## config.mk

```make
export PLATFORM = sky130hd
export DESIGN_NAME = crc8_packet_deframer
export DESIGN_NICKNAME = d
export VERILOG_FILES = /design/src/cpd_pkg.sv /design/src/crc8_packet_deframer.sv /design/src/cpd_store.sv /design/src/cpd_parser.sv /design/src/cpd_readout.sv
export SDC_FILE = /design/constraint.sdc
export NUM_CORES = 1
export LEC_CHECK = 0
export BUFFER_PORTS_ARGS = -buffer_cell sky130_fd_sc_hd__buf_2
export CAP_MARGIN = 30
export CORE_ASPECT_RATIO = 1.2
export CORE_UTILIZATION = 40
export DETAILED_ROUTE_END_ITERATION = 6
export GPL_TIMING_DRIVEN = 0
export PLACE_DENSITY = 0.56
export SYNTH_ARGS = -nofsm -noshare
export SYNTH_HDL_FRONTEND = slang
export SYNTH_SLANG_ARGS = --single-unit
```

## constraint.sdc

```tcl
create_clock -name clk -period 3.4 [get_ports clk]
set_clock_uncertainty 0.05 [all_clocks]
set_input_delay 0.34 -clock clk [delete_from_list [all_inputs] [get_ports clk]]
set_output_delay 0.34 -clock clk [all_outputs]
set_load 0.01 [all_outputs]
```

## src/cpd_pkg.sv

```systemverilog
// shared types, widths and the crc-8 step for the packet deframer
// no dependencies
`default_nettype none

package cpd_pkg;

  localparam int unsigned BYTE_W = 8;
  localparam int unsigned LEN_W  = 6;
  localparam int unsigned IDX_W  = 5;

  localparam logic [BYTE_W-1:0] CRC_POLY = 8'h31;
  localparam logic [BYTE_W-1:0] CRC_INIT = 8'h00;

  // completed frame handed from parser to readout
  typedef struct packed {
    logic              start;
    logic [BYTE_W-1:0] seq;
    logic [BYTE_W-1:0] ptype;
    logic [LEN_W-1:0]  n;
  } frame_done_t;

  // one byte into a crc-8, msb first, no reflection
  function automatic logic [BYTE_W-1:0] crc8_step(input logic [BYTE_W-1:0] crc,
                                                   input logic [BYTE_W-1:0] b);
    logic [BYTE_W-1:0] c;
    c = crc ^ b;
    for (int k = 0; k < BYTE_W; k++) begin
      if (c[BYTE_W-1]) c = (c << 1) ^ CRC_POLY;
      else c = c << 1;
    end
    return c;
  endfunction

endpackage

`default_nettype wire

```

## src/crc8_packet_deframer.sv

```systemverilog
// Start/length/CRC-8 packet deframer. Bytes enter on the in_ channel, one
// item per cycle while a frame is being parsed: the block waits for the
// start_marker byte, checks the length byte (2 to 2 + payload_limit, the limit
// saturating at MAX_PAYLOAD), writes the SEQ, TYPE and payload bytes into a
// single-port-write, single-port-read byte store while folding them into a
// CRC-8 (poly 0x31, init 0, msb first, no final xor), then compares the next
// byte with that CRC. A good frame produces one out_ item per payload byte, in
// order, with last on the final one; an empty payload gives one item with
// byte_index and payload_byte zero and last set. Bad lengths and CRC mismatches
// are dropped without any output. After a good CRC byte the input is held off
// (in_ready low) while the payload is read back, and longer while out_ready is
// low with a result waiting; the store gives one read per cycle, with registered
// read data. The output register lets the next frame's bytes be taken while
// the last result waits.
// Depends on cpd_pkg, cpd_store, cpd_parser, cpd_readout.
`default_nettype none

module crc8_packet_deframer
  import cpd_pkg::*;
#(
  parameter int unsigned MAX_PAYLOAD = 32
) (
  input  wire logic              clk,
  input  wire logic              rst_n,
  // configuration writes
  input  wire logic              cfg_we,
  input  wire logic              cfg_index,
  input  wire logic [BYTE_W-1:0] cfg_wdata,
  // received bytes
  input  wire logic              in_valid,
  output logic                   in_ready,
  input  wire logic [BYTE_W-1:0] in_rx_byte,
  // payload results
  output logic                   out_valid,
  input  wire logic              out_ready,
  output logic      [BYTE_W-1:0] out_seq_num,
  output logic      [BYTE_W-1:0] out_pkt_type,
  output logic      [LEN_W-1:0]  out_payload_len,
  output logic      [IDX_W-1:0]  out_byte_index,
  output logic      [BYTE_W-1:0] out_payload_byte,
  output logic                   out_last
);

  // store holds seq, type and up to MAX_PAYLOAD payload bytes
  localparam int unsigned DEPTH = MAX_PAYLOAD + 2;
  localparam int unsigned AW    = $clog2(DEPTH);
  // length byte counter range is 0 .. MAX_PAYLOAD + 2
  localparam int unsigned CW    = $clog2(MAX_PAYLOAD + 3);

  // register indexes
  localparam logic CFG_START_MARKER  = 1'b0;
  localparam logic CFG_PAYLOAD_LIMIT = 1'b1;

  logic [BYTE_W-1:0] start_marker_r;
  logic [LEN_W-1:0]  payload_limit_r;

  logic              in_acc;
  logic              ro_busy;
  logic              wr_en;
  logic [AW-1:0]     wr_addr;
  logic [BYTE_W-1:0] wr_data;
  logic              rd_en;
  logic [AW-1:0]     rd_addr;
  logic [BYTE_W-1:0] rd_data;
  frame_done_t       done;

  // config registers
  always_ff @(posedge clk) begin
    if (!rst_n) begin
      start_marker_r  <= 8'd170;
      payload_limit_r <= 6'd32;
    end else if (cfg_we) begin
      case (cfg_index)
        CFG_START_MARKER:  start_marker_r  <= cfg_wdata;
        CFG_PAYLOAD_LIMIT: payload_limit_r <= cfg_wdata[LEN_W-1:0];
        default: ;
      endcase
    end
  end

  // input is held off only while a payload is being read out
  assign in_ready = !ro_busy;
  assign in_acc   = in_valid && in_ready;

  cpd_parser #(
    .MAX_PAYLOAD (MAX_PAYLOAD),
    .AW          (AW),
    .CW          (CW)
  ) u_parser (
    .clk           (clk),
    .rst_n         (rst_n),
    .acc           (in_acc),
    .rx_byte       (in_rx_byte),
    .start_marker  (start_marker_r),
    .payload_limit (payload_limit_r),
    .wr_en         (wr_en),
    .wr_addr       (wr_addr),
    .wr_data       (wr_data),
    .done          (done)
  );

  cpd_store #(
    .DEPTH (DEPTH),
    .AW    (AW)
  ) u_store (
    .clk     (clk),
    .wr_en   (wr_en),
    .wr_addr (wr_addr),
    .wr_data (wr_data),
    .rd_en   (rd_en),
    .rd_addr (rd_addr),
    .rd_data (rd_data)
  );

  cpd_readout #(
    .MAX_PAYLOAD (MAX_PAYLOAD),
    .AW          (AW)
  ) u_readout (
    .clk              (clk),
    .rst_n            (rst_n),
    .done             (done),
    .busy             (ro_busy),
    .rd_en            (rd_en),
    .rd_addr          (rd_addr),
    .rd_data          (rd_data),
    .out_valid        (out_valid),
    .out_ready        (out_ready),
    .out_seq_num      (out_seq_num),
    .out_pkt_type     (out_pkt_type),
    .out_payload_len  (out_payload_len),
    .out_byte_index   (out_byte_index),
    .out_payload_byte (out_payload_byte),
    .out_last         (out_last)
  );

`ifndef SYNTHESIS
  // the store is never written and read back in the same cycle
  a_no_rw_overlap: assert property (@(posedge clk) disable iff (!rst_n)
    !(wr_en && rd_en))
    else $error("store written and read in the same cycle");

  // a good frame only completes while the readout is free
  a_start_when_idle: assert property (@(posedge clk) disable iff (!rst_n)
    done.start |-> !ro_busy)
    else $error("frame completed during readout");

  // an empty packet is always a single, final item
  a_empty_is_last: assert property (@(posedge clk) disable iff (!rst_n)
    (out_valid && out_payload_len == '0) |-> out_last)
    else $error("empty packet result without last");
`endif

endmodule

`default_nettype wire

```

## src/cpd_store.sv

```systemverilog
// frame byte store: one write port, one read port with registered data
// uses cpd_pkg
`default_nettype none

module cpd_store
  import cpd_pkg::*;
#(
  parameter int unsigned DEPTH = 34,
  parameter int unsigned AW    = 6
) (
  input  wire logic              clk,
  input  wire logic              wr_en,
  input  wire logic [AW-1:0]     wr_addr,
  input  wire logic [BYTE_W-1:0] wr_data,
  input  wire logic              rd_en,
  input  wire logic [AW-1:0]     rd_addr,
  output logic      [BYTE_W-1:0] rd_data
);

  logic [BYTE_W-1:0] mem [DEPTH];
  logic [BYTE_W-1:0] rd_data_r;

  always_ff @(posedge clk) begin
    if (wr_en) mem[wr_addr] <= wr_data;
  end

  // data holds until the next read
  always_ff @(posedge clk) begin
    if (rd_en) rd_data_r <= mem[rd_addr];
  end

  assign rd_data = rd_data_r;

endmodule

`default_nettype wire

```

## src/cpd_parser.sv

```systemverilog
// frame parser: start, length check, data capture into the store, crc check
// uses cpd_pkg
`default_nettype none

module cpd_parser
  import cpd_pkg::*;
#(
  parameter int unsigned MAX_PAYLOAD = 32,
  parameter int unsigned AW = 6,
  parameter int unsigned CW = 6
) (
  input  wire logic              clk,
  input  wire logic              rst_n,
  input  wire logic              acc,
  input  wire logic [BYTE_W-1:0] rx_byte,
  input  wire logic [BYTE_W-1:0] start_marker,
  input  wire logic [LEN_W-1:0]  payload_limit,
  output logic                   wr_en,
  output logic      [AW-1:0]     wr_addr,
  output logic      [BYTE_W-1:0] wr_data,
  output frame_done_t            done
);

  typedef enum logic [1:0] {
    PH_START,
    PH_LEN,
    PH_DATA,
    PH_CRC
  } phase_t;

  localparam logic [LEN_W-1:0] LIM_MAX = LEN_W'(MAX_PAYLOAD);

  phase_t            phase_r, phase_nxt;
  logic [CW-1:0]     exp_r, exp_nxt;
  logic [CW-1:0]     fill_r, fill_nxt;
  logic [BYTE_W-1:0] crc_r, crc_nxt;
  logic [BYTE_W-1:0] seq_r, type_r;
  logic [LEN_W-1:0]  eff_limit;
  logic              len_ok;
  logic [CW-1:0]     fill_inc;

  assign eff_limit = (payload_limit > LIM_MAX) ? LIM_MAX : payload_limit;
  assign len_ok    = (rx_byte >= 8'd2) &&
                     ((BYTE_W+1)'(rx_byte) <= (BYTE_W+1)'(eff_limit) + (BYTE_W+1)'(2));
  assign fill_inc  = fill_r + CW'(1);

  always_comb begin
    phase_nxt = phase_r;
    exp_nxt   = exp_r;
    fill_nxt  = fill_r;
    crc_nxt   = crc_r;
    if (acc) begin
      case (phase_r)
        PH_START: if (rx_byte == start_marker) phase_nxt = PH_LEN;
        PH_LEN: begin
          if (len_ok) begin
            exp_nxt   = CW'(rx_byte);
            fill_nxt  = '0;
            crc_nxt   = CRC_INIT;
            phase_nxt = PH_DATA;
          end else begin
            phase_nxt = PH_START;
          end
        end
        PH_DATA: begin
          fill_nxt = fill_inc;
          crc_nxt  = crc8_step(crc_r, rx_byte);
          if (fill_inc >= exp_r) phase_nxt = PH_CRC;
        end
        PH_CRC:  phase_nxt = PH_START;
        default: phase_nxt = PH_START;
      endcase
    end
  end

  always_ff @(posedge clk) begin
    if (!rst_n) begin
      phase_r <= PH_START;
      exp_r   <= '0;
      fill_r  <= '0;
      crc_r   <= CRC_INIT;
    end else begin
      phase_r <= phase_nxt;
      exp_r   <= exp_nxt;
      fill_r  <= fill_nxt;
      crc_r   <= crc_nxt;
    end
  end

  // header bytes are also kept in flops for the readout
  always_ff @(posedge clk) begin
    if (acc && phase_r == PH_DATA && fill_r == CW'(0)) seq_r  <= rx_byte;
    if (acc && phase_r == PH_DATA && fill_r == CW'(1)) type_r <= rx_byte;
  end

  assign wr_en   = acc && (phase_r == PH_DATA);
  assign wr_addr = fill_r[AW-1:0];
  assign wr_data = rx_byte;

  assign done.start = acc && (phase_r == PH_CRC) && (rx_byte == crc_r);
  assign done.seq   = seq_r;
  assign done.ptype = type_r;
  assign done.n     = LEN_W'(exp_r - CW'(2));

endmodule

`default_nettype wire

```

## src/cpd_readout.sv

```systemverilog
// result sequencer: reads payload bytes from the store into the output register
// uses cpd_pkg
`default_nettype none

module cpd_readout
  import cpd_pkg::*;
#(
  parameter int unsigned MAX_PAYLOAD = 32,
  parameter int unsigned AW = 6
) (
  input  wire logic              clk,
  input  wire logic              rst_n,
  input  frame_done_t            done,
  output logic                   busy,
  output logic                   rd_en,
  output logic      [AW-1:0]     rd_addr,
  input  wire logic [BYTE_W-1:0] rd_data,
  output logic                   out_valid,
  input  wire logic              out_ready,
  output logic      [BYTE_W-1:0] out_seq_num,
  output logic      [BYTE_W-1:0] out_pkt_type,
  output logic      [LEN_W-1:0]  out_payload_len,
  output logic      [IDX_W-1:0]  out_byte_index,
  output logic      [BYTE_W-1:0] out_payload_byte,
  output logic                   out_last
);

  localparam int unsigned KW = $clog2(MAX_PAYLOAD + 1);

  typedef enum logic [1:0] {
    RO_IDLE,
    RO_EMPTY,
    RO_LOAD
  } ro_state_t;

  ro_state_t         state_r;
  logic [KW-1:0]     k_r;
  logic [KW-1:0]     k_inc;
  logic [BYTE_W-1:0] seq_r, type_r;
  logic [LEN_W-1:0]  n_r;
  logic              out_valid_r;
  logic              can_load;
  logic              is_last;
  logic              load;

  assign can_load = !out_valid_r || out_ready;
  assign k_inc    = k_r + KW'(1);
  assign is_last  = (LEN_W'(k_inc) == n_r);
  assign busy     = (state_r != RO_IDLE);
  // a new item enters the output register this cycle
  assign load     = can_load && (state_r inside {RO_EMPTY, RO_LOAD});

  always_comb begin
    rd_en   = 1'b0;
    rd_addr = AW'(2);
    case (state_r)
      RO_IDLE: begin
        rd_en   = done.start && (done.n != '0);
        rd_addr = AW'(2);
      end
      RO_LOAD: begin
        rd_en   = can_load && !is_last;
        rd_addr = AW'(k_inc) + AW'(2);
      end
      default: begin
        rd_en   = 1'b0;
        rd_addr = AW'(2);
      end
    endcase
  end

  always_ff @(posedge clk) begin
    if (!rst_n) begin
      state_r     <= RO_IDLE;
      out_valid_r <= 1'b0;
    end else begin
      if (load) out_valid_r <= 1'b1;
      else if (out_ready) out_valid_r <= 1'b0;
      case (state_r)
        RO_IDLE: begin
          if (done.start) begin
            seq_r   <= done.seq;
            type_r  <= done.ptype;
            n_r     <= done.n;
            k_r     <= '0;
            state_r <= (done.n == '0) ? RO_EMPTY : RO_LOAD;
          end
        end
        RO_EMPTY: begin
          if (can_load) begin
            out_seq_num      <= seq_r;
            out_pkt_type     <= type_r;
            out_payload_len  <= '0;
            out_byte_index   <= '0;
            out_payload_byte <= '0;
            out_last         <= 1'b1;
            state_r          <= RO_IDLE;
          end
        end
        RO_LOAD: begin
          if (can_load) begin
            out_seq_num      <= seq_r;
            out_pkt_type     <= type_r;
            out_payload_len  <= n_r;
            out_byte_index   <= IDX_W'(k_r);
            out_payload_byte <= rd_data;
            out_last         <= is_last;
            k_r              <= k_inc;
            if (is_last) state_r <= RO_IDLE;
          end
        end
        default: state_r <= RO_IDLE;
      endcase
    end
  end

  assign out_valid = out_valid_r;

endmodule

`default_nettype wire

```

Yosys cells after proc, flatten, opt, wreduce, memory -nomap -nowiden

Memories as Yosys holds them, arrays and structs flattened. A register that Yosys moved wholly into a read port is not among the register bits.
Index checks and enable logic that the tools add are counted.

$add $sub $neg: 5
Magnitude comparators: 4
Eq/ne operators: 16
Muxes and demuxes: 58
Bitwise gates (word level): 10
Reduce and logical (&&, ||, !) cells: 35

Operators by type and width:

| kind                                                                  | number |
|---|---|
| 8-bit 2-to-1 mux                                                      | 17 |
| 6-bit 2-to-1 mux                                                      | 15 |
| 6-bit case mux with 2 select lines                                    | 3 |
| 8-bit case mux with 2 select lines                                    | 2 |
| 3-bit NOT                                                             | 8 |
| 8-bit equality test                                                   | 2 |
| 2-bit 2-to-1 mux                                                      | 8 |
| 3-bit AND reduction                                                   | 5 |
| 2-bit by 1-bit != test with 1-bit output, second input constant       | 7 |
| 6-bit by 1-bit adder with 6-bit output, second input constant         | 2 |
| 6-bit zero test                                                       | 2 |
| 4-bit AND reduction                                                   | 3 |
| 1-bit logical AND                                                     | 10 |
| 5-bit 2-to-1 mux                                                      | 2 |
| 5-bit case mux with 2 select lines                                    | 1 |
| 2-bit nonzero test                                                    | 5 |
| 8-bit by 9-bit <= comparator with 1-bit output                        | 1 |
| 8-bit by 2-bit >= comparator with 1-bit output, second input constant | 1 |
| 2-bit case mux with 4 select lines                                    | 1 |
| 8-bit XOR                                                             | 1 |
| 6-bit by 2-bit adder with 7-bit output, second input constant         | 1 |
| 6-bit by 2-bit adder with 6-bit output, second input constant         | 1 |
| 2-bit equality test, second input constant                            | 3 |
| 6-bit by 1-bit equality test with 1-bit output, second input constant | 1 |
| other kinds (15)                                                      | 26 |

Register bits after elaboration: 119
RAM bits: 272
Input bits: 22
Output and inout port bits: 38
Logic and storage cells: 149
Memories: 1

Memory list:

| name        | depth | width | read ports | clocked after Yosys merged registers in | wr ports | line            | text |
|---|---|---|---|---|---|---|---|
| u_store.mem | 34    | 8     | 1          | 1                                       | 1        | cpd_store.sv:20 | `logic [BYTE_W-1:0] mem [DEPTH];` |

Longest topological paths before layout

Depth in word-level cells: 32
Mapped depth: 13

Hierarchy

A second synthesis with hierarchy kept.

Cells, all modules: 1072
Area total of the unflattened synthesis: 16754.8 um2

By module, submodules not included:

| module               | times used | cells an instance | area an instance (um2) | sequential area each (um2) |
|---|---|---|---|---|
| cpd_store            | 1          | 612               | 11193.2                | 8408.1 |
| cpd_readout          | 1          | 165               | 2680.1                 | 1981.9 |
| cpd_parser           | 1          | 233               | 2307.2                 | 920.9 |
| crc8_packet_deframer | 1          | 62                | 574.3                  | 280.3 |

Least setup slack after synthesis

No wires, ideal clock.

Path kind: register -> register
Start point: register u_readout.k_r[0]
End point: register u_store.rd_data_r[5] (netlist: u_store.rd_data[5]), read port of u_store.mem, data pin
Library setup time: 262 ps
Arrival: 2526 ps
Slack: 561 ps
Cell stages (with the launch flop): 13
Path through: edfxtp_1 > ha_1 > nand2b_1 > nand2_1 > ha_1 > buf_2 > buf_2 > buf_1 > mux4_2 > a21oi_1 > nand2_1 > a21oi_1 > o22ai_1

Word-level cells in the longest chain between the ends: 5
Elaborated cells between the ends (all ways): 7

Ends and longest elaborated chain:

| item                                                                                           | line               | text |
|---|---|---|
| from (decl)                                                                                    | cpd_readout.sv:37  | `logic [KW-1:0] k_r;` |
| from (signal assigned)                                                                         | cpd_readout.sv:108 | `k_r <= k_inc;` |
| 6-bit by 1-bit adder with 6-bit output *                                                       | cpd_readout.sv:47  | `assign k_inc = k_r + KW'(1);` |
| named net u_readout.k_inc[2]                                                                   | cpd_readout.sv:38  | `logic [KW-1:0] k_inc;` |
| parallel branches: the longest is 4 deep, another holds 6-bit by 2-bit adder with 6-bit output | -                  |  |
| to (decl)                                                                                      | cpd_store.sv:21    | `logic [BYTE_W-1:0] rd_data_r;` |

Mark *: on every way through the listed nets, which the timed path passes.
A chain may end at the register's enable or synchronous reset.

Final worst setup path

Start point: register u_readout.state_r[0]
End point: memory u_store.mem[17][4], enable pin

Word-level cells in the longest chain between the ends: 6

Ends and longest elaborated chain:

| item                                   | line                       | text |
|---|---|---|
| from (decl)                            | cpd_readout.sv:36          | `ro_state_t state_r;` |
| from (signal assigned)                 | cpd_readout.sv:86          | `state_r <= (done.n == '0) ? RO_EMPTY : RO_LOAD;` |
| 2-bit nonzero test                     | cpd_readout.sv:49          | `assign busy = (state_r != RO_IDLE);` |
| 1-bit zero test                        | crc8_packet_deframer.sv:82 | `assign in_ready = !ro_busy;` |
| 1-bit logical AND                      | crc8_packet_deframer.sv:83 | `assign in_acc = in_valid && in_ready;` |
| 1-bit logical AND                      | cpd_parser.sv:96           | `assign wr_en = acc && (phase_r == PH_DATA);` |
| 1-bit 2-to-1 mux                       | cpd_store.sv:24            | `if (wr_en) mem[wr_addr] <= wr_data;` |
| 1-bit 2-to-1 mux (implied by the code) | cpd_store.sv:24            |  |
| to (decl)                              | cpd_store.sv:20            |  |

Every way passes these cells.

==> impl_metrics.ini <==
[pwr]
share_comb_of_total_power_pct = 2.1
intPower_mw = 7.76
sw_frac_of_total_pct = 20.0
clockPowerShare_pct = 42.8
power_frac_seq_pct = 55.0
power.leakage_nw = 6.53
p_total_mw = 9.70
p_sw_mw = 1.95
irDropWorstVdd_mv = 0.361
power_density_mw_per_mm2 = 502

[yosys]
synth_seq_area_share_pct = 69.4
syn_nets = 1222
netlist_area_mm2 = 0.0167
synth-edff-count = 360
yosys.area.top_type_share_pct = 64.7
syn-instance-count = 1177
async_flop_share_pct = 0
syn_area_per_cell_um2 = 14.2
ys_types = 56
synthFlopType = edfxtp_1
ys_ff_latch = 399
synth_area_leaders = edfxtp_1 65%, dfxtp_1 4.7%, mux2i_1 2.8%, nor2_1 2.2%, a21oi_1 1.8%
ys.warnings.count = 0
yosysTopAreaCell = edfxtp_1

[global_routing]
grt.overflow.total = 0
grt_pass1_wl_um = 66200
grt_pass1_vias = 10300
grt_max_degree = 42
track_usage_pct = 21.3
antenna_found_initial = 0

[layout]
regMostFlops = u_store.mem
mostFrequentLayoutCells = 360 x edfxtp_1, 82 x nor2_1, 76 x buf_2, 58 x nand2_1, 54 x a21oi_1
fin_util_pct = 47.2
drive_gt1_share_pct = 18.1
nFillCells = 3612
final_common_cell = edfxtp_1
fin_nets = 1337
syn_to_final_growth_pct = 15.6
diodes = 0
largest_reg_flops = 272

[critical_path]
path_cells = inv_1 -> ha_1 -> clkbuf_1 -> nand3_1 -> nor2_1 -> nand3_1 -> nor2_1
worstReg2RegStart = u_readout.state_r[0]
startpoint_type = register
crit_cells = 7
path_buf_inv = 2
rr_worst_depth = 7
ff2ff_setup_slack_ns = -0.05
required_ns = 3.52
crit_start = u_readout.state_r[0]
cp_top_family = simple AND/OR/NAND/NOR gates
r2r-end = u_store.mem[17][4]
worstPathMaxFanout = 10
crit_arrival_ns = 3.57
critPathCapture = u_store.mem[17][4]
criticalPathCategory = register to register
critPathCaptureType = register
cpPeakStageDelay_ns = 0.82
cp_slowest_cell = nor2_1

[clock_tree]
cts_buffers = 38
cts_htree_levels = 2
clockRootBuffer = clkbuf_16
worst_setup_hold_path_clk_slew_ns = 0.07
cts_buffer_depth = 3
clk-insertion-delay-late_ns = 0.55
cts_tree = done
cts_num_sinks = 399

[sta]
period_needed_ns = 3.45
max_freq_ghz = 0.290
setup_violations = 16
period_share_pct = 101
slew_headroom_pct = 30.1
worst_slew_pin_slew_ns = 1.05
maxSlewViolCount = 0
setup_tns_ns = -0.594
grt_setup_unrepaired = yes
hold_viol = 0
setup_slack_ns = -0.0509

[routing]
drt_wl_total_um = 44700
met1_length_um = 18500
top_layer = met4
avgRoutedWirePerCell_um = 24.1
vias_per_cell = 5.57
vias = 10300
final_antenna_net_count = 0
drt-initial-drc-count = 853
routed-wl-met2_um = 21700
first_pass_iters = 7
drc = 0
wl_met3_um = 2810

[job]
maxCapViolations = 0

[run_status]
status = complete, but fails checks
failed_checks = negative setup slack

[place]
gp_congestion = 0.901
hpwlAfterDp_um = 29400
portBuffers = 57

[worst_hold_path]
worstHoldPathType = input port to register

[floorplan]
die_area_mm2 = 0.0426
initial_core_util_pct = 40.8
core_mm2 = 0.0409
rows = 81
io_pins = 60
die_h_um = 226
die_x_um = 189
-- worst reg2reg max path, stage by stage (launching register included) --
cell and delay [ns]:
dfxtp_1 0.33, inv_1 0.09, ha_1 0.19, clkbuf_1 0.41, nand3_1 0.41, nor2_1 0.39
nand3_1 0.39, nor2_1 0.82
-- metrics by stage --
stage | instances | instance area (um2) | setup WS [ns] | hold slack, ns
after detailed placement | 1780 | 17800 | -0.606 | 0.355
after global routing | 1857 | 19300 | -0.177 | 0.0379
after global placement | 1773 | 17700 | -0.613 | 0.351
after CTS | 1853 | 19100 | -0.0459 | 0.0126
after floorplan | 1177 | 16700 | 0.561 | 0.350
final | 1857 | 19300 | -0.0509 | 0.0309
-- repair_timing --
item                                   4_1_cts  5_1_grt
setup endpoints to repair                   40      194
hold buffers                                 7        0
pin swaps                                    0        1
endpoints found under the hold margin        7        0
resized for setup                           34       46
buffers inserted                             0        2
-- synth_stat cells, types with 26 or more instances --
cell      instances
nor2b_1          31
xor2_1           26
mux2i_1          47
nor2_1           97
clkbuf_1         39
nand3_1          30
o22ai_1          40
dfxtp_1          39
nand2_1          60
o21ai_0          33
a211oi_1         30
and2_1           26
edfxtp_1        360
a21oi_1          61
-- cell families (layout without fill, tap and decap cells) --
group | count (synthesis) | count (layout) | share of synthesized area (%)
XOR/XNOR | 49 | 49 | 2.66
AO/OA/AOI/OAI | 243 | 243 | 9.83
multiplexers | 77 | 77 | 5.47
other | 1 | 1 | 0.0225
flip-flops | 399 | 399 | 69.4
AND/OR/NAND/NOR | 290 | 290 | 8.33
adder cells (fa/ha/maj) | 23 | 23 | 1.72
buffers and inverters | 95 | 236 | 2.53
-- how the worst min path moves through the flow --
stage / from / endpoint / slack (ns) / cells after the start
floorplan: u_readout.type_r[0] / u_readout.out_pkt_type[0] / 0.35 / 0
global placement: u_parser.type_r[3] / u_readout.type_r[3] / 0.35 / 0
detailed placement: u_readout.type_r[6] / u_readout.out_pkt_type[6] / 0.35 / 0
CTS: cfg_wdata[4] / start_marker_r[4] / 0.01 / 3
global route: cfg_wdata[4] / start_marker_r[4] / 0.04 / 3
finish: cfg_wdata[4] / start_marker_r[4] / 0.03 / 3
-- final cells by class --
type / count / area, um2 / share of cell area (%)
Tap cell: 539 / 674 / 3.49
Clock buffer: 49 / 1020 / 5.30
Sequential cell: 399 / 11600 / 60.0
Clock inverter: 17 / 173 / 0.894
Multi-Input combinational cell: 683 / 4860 / 25.2
Inverter: 22 / 86.3 / 0.447
Timing Repair Buffer: 75 / 504 / 2.61
Buffer: 73 / 390 / 2.02
-- power groups by stage --
stage	combinational, mW	clock, mW	sequential [mW]
after global placement	0.186	0	5.44
after floorplan	0.0774	0	5.44
after global routing	0.226	4.40	5.34
after detailed placement	0.194	0	5.44
after CTS	0.201	4.23	5.34
final	0.207	4.16	5.34
-- layer usage --
| layer | vias to the layer above | GRT usage, % |
|---|---|---|
| li1 | 4715 | - |
| met1 | 5163 | 27.5 |
| met2 | 373 | 35.4 |
| met3 | 84 | 3.39 |
| met4 | 0 | 9.47 |
| met5 | - | 0 |
Note: power is estimated with default switching activity, not from simulation.
